--- src/sv/grc_ram.sv ---
// Generic single-write, single-read RAM with registered read data.
`timescale 1ns / 1ps
module grc_ram #(
  parameter int WIDTH = 8,
  parameter int DEPTH = 16
) (
  input  logic                     clk,
  input  logic                     we,
  input  logic [$clog2(DEPTH)-1:0] waddr,
  input  logic [WIDTH-1:0]         wdata,
  input  logic [$clog2(DEPTH)-1:0] raddr,
  output logic [WIDTH-1:0]         rdata
);
  logic [WIDTH-1:0] mem [DEPTH];

  always_ff @(posedge clk) begin
    if (we) begin
      mem[waddr] <= wdata;
    end
    rdata <= mem[raddr];
  end
endmodule

--- config.mk ---
export PLATFORM = sky130hd
export DESIGN_NAME = grc_ram
export DESIGN_NICKNAME = d
export VERILOG_FILES = /design/src/sv/grc_ram.sv
export SDC_FILE = /design/constraint.sdc
export NUM_CORES = 1
export LEC_CHECK = 0
export BUFFER_PORTS_ARGS = -buffer_cell sky130_fd_sc_hd__buf_2
export CORE_ASPECT_RATIO = 0.6
export CORE_MARGIN = 3
export CORE_UTILIZATION = 30
export CTS_BUF_LIST = sky130_fd_sc_hd__clkbuf_4 sky130_fd_sc_hd__clkbuf_8
export CTS_CLUSTER_SIZE = 20
export DETAILED_ROUTE_END_ITERATION = 8
export GPL_TIMING_DRIVEN = 0
export MAX_ROUTING_LAYER = met4
export SLEW_MARGIN = 25
export SYNTH_ARGS = -nofsm -noshare
export SYNTH_HDL_FRONTEND = slang
export SYNTH_SLANG_ARGS = --single-unit
--- constraint.sdc ---
create_clock -name clk -period 4.23 [get_ports clk]
set_input_delay 0.846 -clock clk [delete_from_list [all_inputs] [get_ports clk]]
set_output_delay 0.846 -clock clk [all_outputs]
set_load 0.1 [all_outputs]
==> results.md <==
- Largest cells by area after synthesis: edfxtp_1, mux4_2, mux4_1, dfxtp_1, a22oi_1
- Fin crit share: between 40 and 50%
- Clock Sinks: 136
- Die H: 107 µm
- Pins Over Slew Limit: 0
- Clock Path Buffers: 2
- Compound-cell area share of the yosys netlist: between 2 and 2.5%
- Post-CTS Resized: 0
- Final ANT Viol Nets: 0
- Port Buf Inserts: 24
- Max frequency: between 400 and 500 MHz
- Worst reg2reg path startpoint: mem[5][2]$_DFFE_PP_
- Vias per cell: about 4.7
- Startpoint Class: input port
- Clock transition at the registers of the reported paths: roughly 0.080 ns
- Worst vdd ir: 0.000198 V
- DIE AREA: between 15,000 and 20,000 µm²
- Final wirelength: between 10,000 and 15,000 µm
- Int Power: approximately 2.3 mW
- R2R cell count: 3
- First-pass GRT wire length: about 16,000 µm
- Worst Clk Skew: about 0.009 ns
- # DRC: 0
- Post-synth EDFFs: 128
- Pin count of the biggest net entering global routing: 17
- Die width: between 150 and 200 µm
- FF+latch count, synth: around 140
- Synth Area in Adders: 0%
- Most common cell in the netlist: edfxtp_1
- Met2 GRT Util: between 15 and 20%
- WP data arrival: ~2.2 ns
- Hold Path End: rdata[7]$_DFF_P_
- Filler cells: between 1,500 and 2,000
- Met1 Track Usage GR: a little under a fifth
- Hold slack: just under 0.7 ns
- Ports: 26
- CP max FO: 8
- WL/cell: ~21 µm
- Synthesized instance count: about 230
- Crit. End Element: flop
- Final GP Congestion: 0.778
- Most frequent cells after synthesis: edfxtp_1, mux4_2, a22oi_1, mux4_1, nor2_1
- Largest family of logic cells by synthesized area: multiplexers
- Via count: approximately 2,400
- GRT Max-Usage Layer: met1
- Placed Area: approximately 5600 µm²
- Power per Cell Area: 487 nW/µm²
- DRT Pass-1 Iters: 4
- Hold buffers post-CTS: 0
- FP Rows: 36
- Net Sw Frac: between 20% and 30%
- Post-Syn Area: between 5000 and 6000 µm²
- Worst Path Required: 4.28 ns
- Max Cap Viol: 0
- RSZ-0062 raised after global routing: false
- Net Sw Power: between 0.6 and 0.7 mW
- FF-to-FF setup slack: 2.85 ns
- Endpoints failing hold: 0
- Post-Synth Simple-Gate Area: around 3.2%
- Hold Startpoint: mem[11][7]$_DFFE_PP_
- Setup CP Type: in2reg
- Final setup vio count: 0
- Synth Flop Type: edfxtp_1
- Post-CTS Setup Repair Bufs: 0
- Global route overflow: 0
- Hold Crit Depth: 3
- Seq/Total Area, Yosys: roughly 80%
- Post-route design area: between 6000 and 7000 µm²
- Vias in the first global route: roughly 2,400
- Worst rel slew slack: 42.0%
- Worst min path class: reg2reg
- Reg-to-reg endpoint: rdata[2]$_DFF_P_
- Skew-Pair Late Insertion Delay: roughly 0.42 ns
- TNS Setup: 0 ns
- Xor and xnor area share after synthesis: 0%
- Slew @ Worst Pin: roughly 0.87 ns
- Min cycle time layout: 2.10 ns
- Syn nets: around 250
- Num CTS Buffers: 17
- Post-synth top area share: about three quarters
- Share of cells above drive strength 1: roughly 30%
- Mux cell area share after synthesis: 15.0%
- Overall routing resource usage: between 10% and 20%
- Yosys cell types: 19
- Clock power frac: between 40 and 50%
- Core ar.: 16,500 µm²
- Met3 Usage GRT: 3.17%
- Initial core utilization: 31.1%
- Yosys top cell by area: edfxtp_1
- Outcome: complete, no violations
- Fin util: 36.5%
- Initial antenna violation count: 0
- Detailed router's first-iteration violation count: approximately 370
- Clk root buf: clkbuf_8
- Reg power frac: 51.5%
- Final net count: 290
- Leakage Power: just under 2 nW
- Post-DP HPWL: a little over 7000 µm
- # diodes: 0
- CTS tree: built
- Syn Area/Cell: between 20 and 25 µm²
- H-tree levels: 4
- Combinational power share: between 7 and 8%
- Ys Warns: 0
- Area Overhead vs Synth: 17.1%
- Async SR Flop Fraction: 0%
==> worst max-delay path: stages <==
cell    delay (ns)
buf_2         0.12
or3b_2        0.52
nor2_1        0.67
==> sequential cells by signal, summed over array words and instances, names as in the netlist <==
| name | flops |
|---|---|
| mem | 128 |
| rdata | 8 |
==> placed cells by master (no fill, tap or decap), types with 2 or more instances in the layout <==
master	instances
a22oi_1	16
buf_2	27
buf_6	3
bufinv_16	5
clkbuf_4	3
clkbuf_8	17
clkdlybuf4s25_2	3
clkinv_4	3
clkinvlp_4	2
dfxtp_1	8
edfxtp_1	128
mux4_1	14
mux4_2	18
nand2_1	9
nand2b_1	2
nand3b_1	2
nor2_1	13
nor3_2	4
==> worst max-delay path by stage <==
| stage | start | to | slack [ns] | depth (start not counted) |
|---|---|---|---|---|
| floorplan | waddr[2] | mem[0][0]$_DFFE_PP_ | 1.89 | 2 |
| global placement | waddr[2] | mem[0][2]$_DFFE_PP_ | 1.32 | 3 |
| detailed placement | waddr[2] | mem[3][3]$_DFFE_PP_ | 1.69 | 3 |
| CTS | waddr[2] | mem[3][6]$_DFFE_PP_ | 2.15 | 3 |
| global route | waddr[2] | mem[2][0]$_DFFE_PP_ | 2.08 | 3 |
| finish | waddr[2] | mem[3][5]$_DFFE_PP_ | 2.13 | 3 |
==> metrics by stage <==
step | power [mW] | std cells | worst slack, ns
final | 2.93 | 513 | 2.13
after detailed placement | 1.76 | 481 | 1.69
after global placement | 1.75 | 481 | 1.32
after floorplan | 1.68 | 229 | 1.89
after CTS | 2.95 | 513 | 2.15
after global routing | 3.02 | 513 | 2.08
==> power by group through the flow <==
stage	Combinational [mW]	Sequential [mW]	Clock, mW
after global routing	0.227	1.51	1.28
final	0.215	1.51	1.21
after CTS	0.216	1.51	1.22
after global placement	0.213	1.54	0
after detailed placement	0.216	1.54	0
after floorplan	0.0765	1.61	0
==> final cells by class <==
| class | count | area (µm²) | area share, % |
|---|---|---|---|
| flip-flops and latches | 136 | 4000 | 66.4 |
| multi-input cells | 83 | 1080 | 17.9 |
| well taps | 228 | 285 | 4.73 |
| clock buffers | 20 | 256 | 4.25 |
| clock inverters | 12 | 200 | 3.32 |
| repair buffers | 24 | 120 | 1.99 |
| plain buffers | 10 | 86.3 | 1.43 |
==> routing by layer <==
layer | routed length [µm] | share of wire, % | vias to the layer above
li1 | - | - | 1061
met1 | 5110 | 48 | 1261
met2 | 4420 | 42 | 74
met3 | 1020 | 9.7 | 4
met4 | 27 | 0.26 | 0
met5 | 0 | 0 | -
==> cells by family after synthesis <==
logic type	count (synthesis)
DFF	136
and+or+nand+nor	35
muxes	32
AOI/OAI and AO/OA	16
buffers and inverters	10
Power figures use the tool's default switching activity.
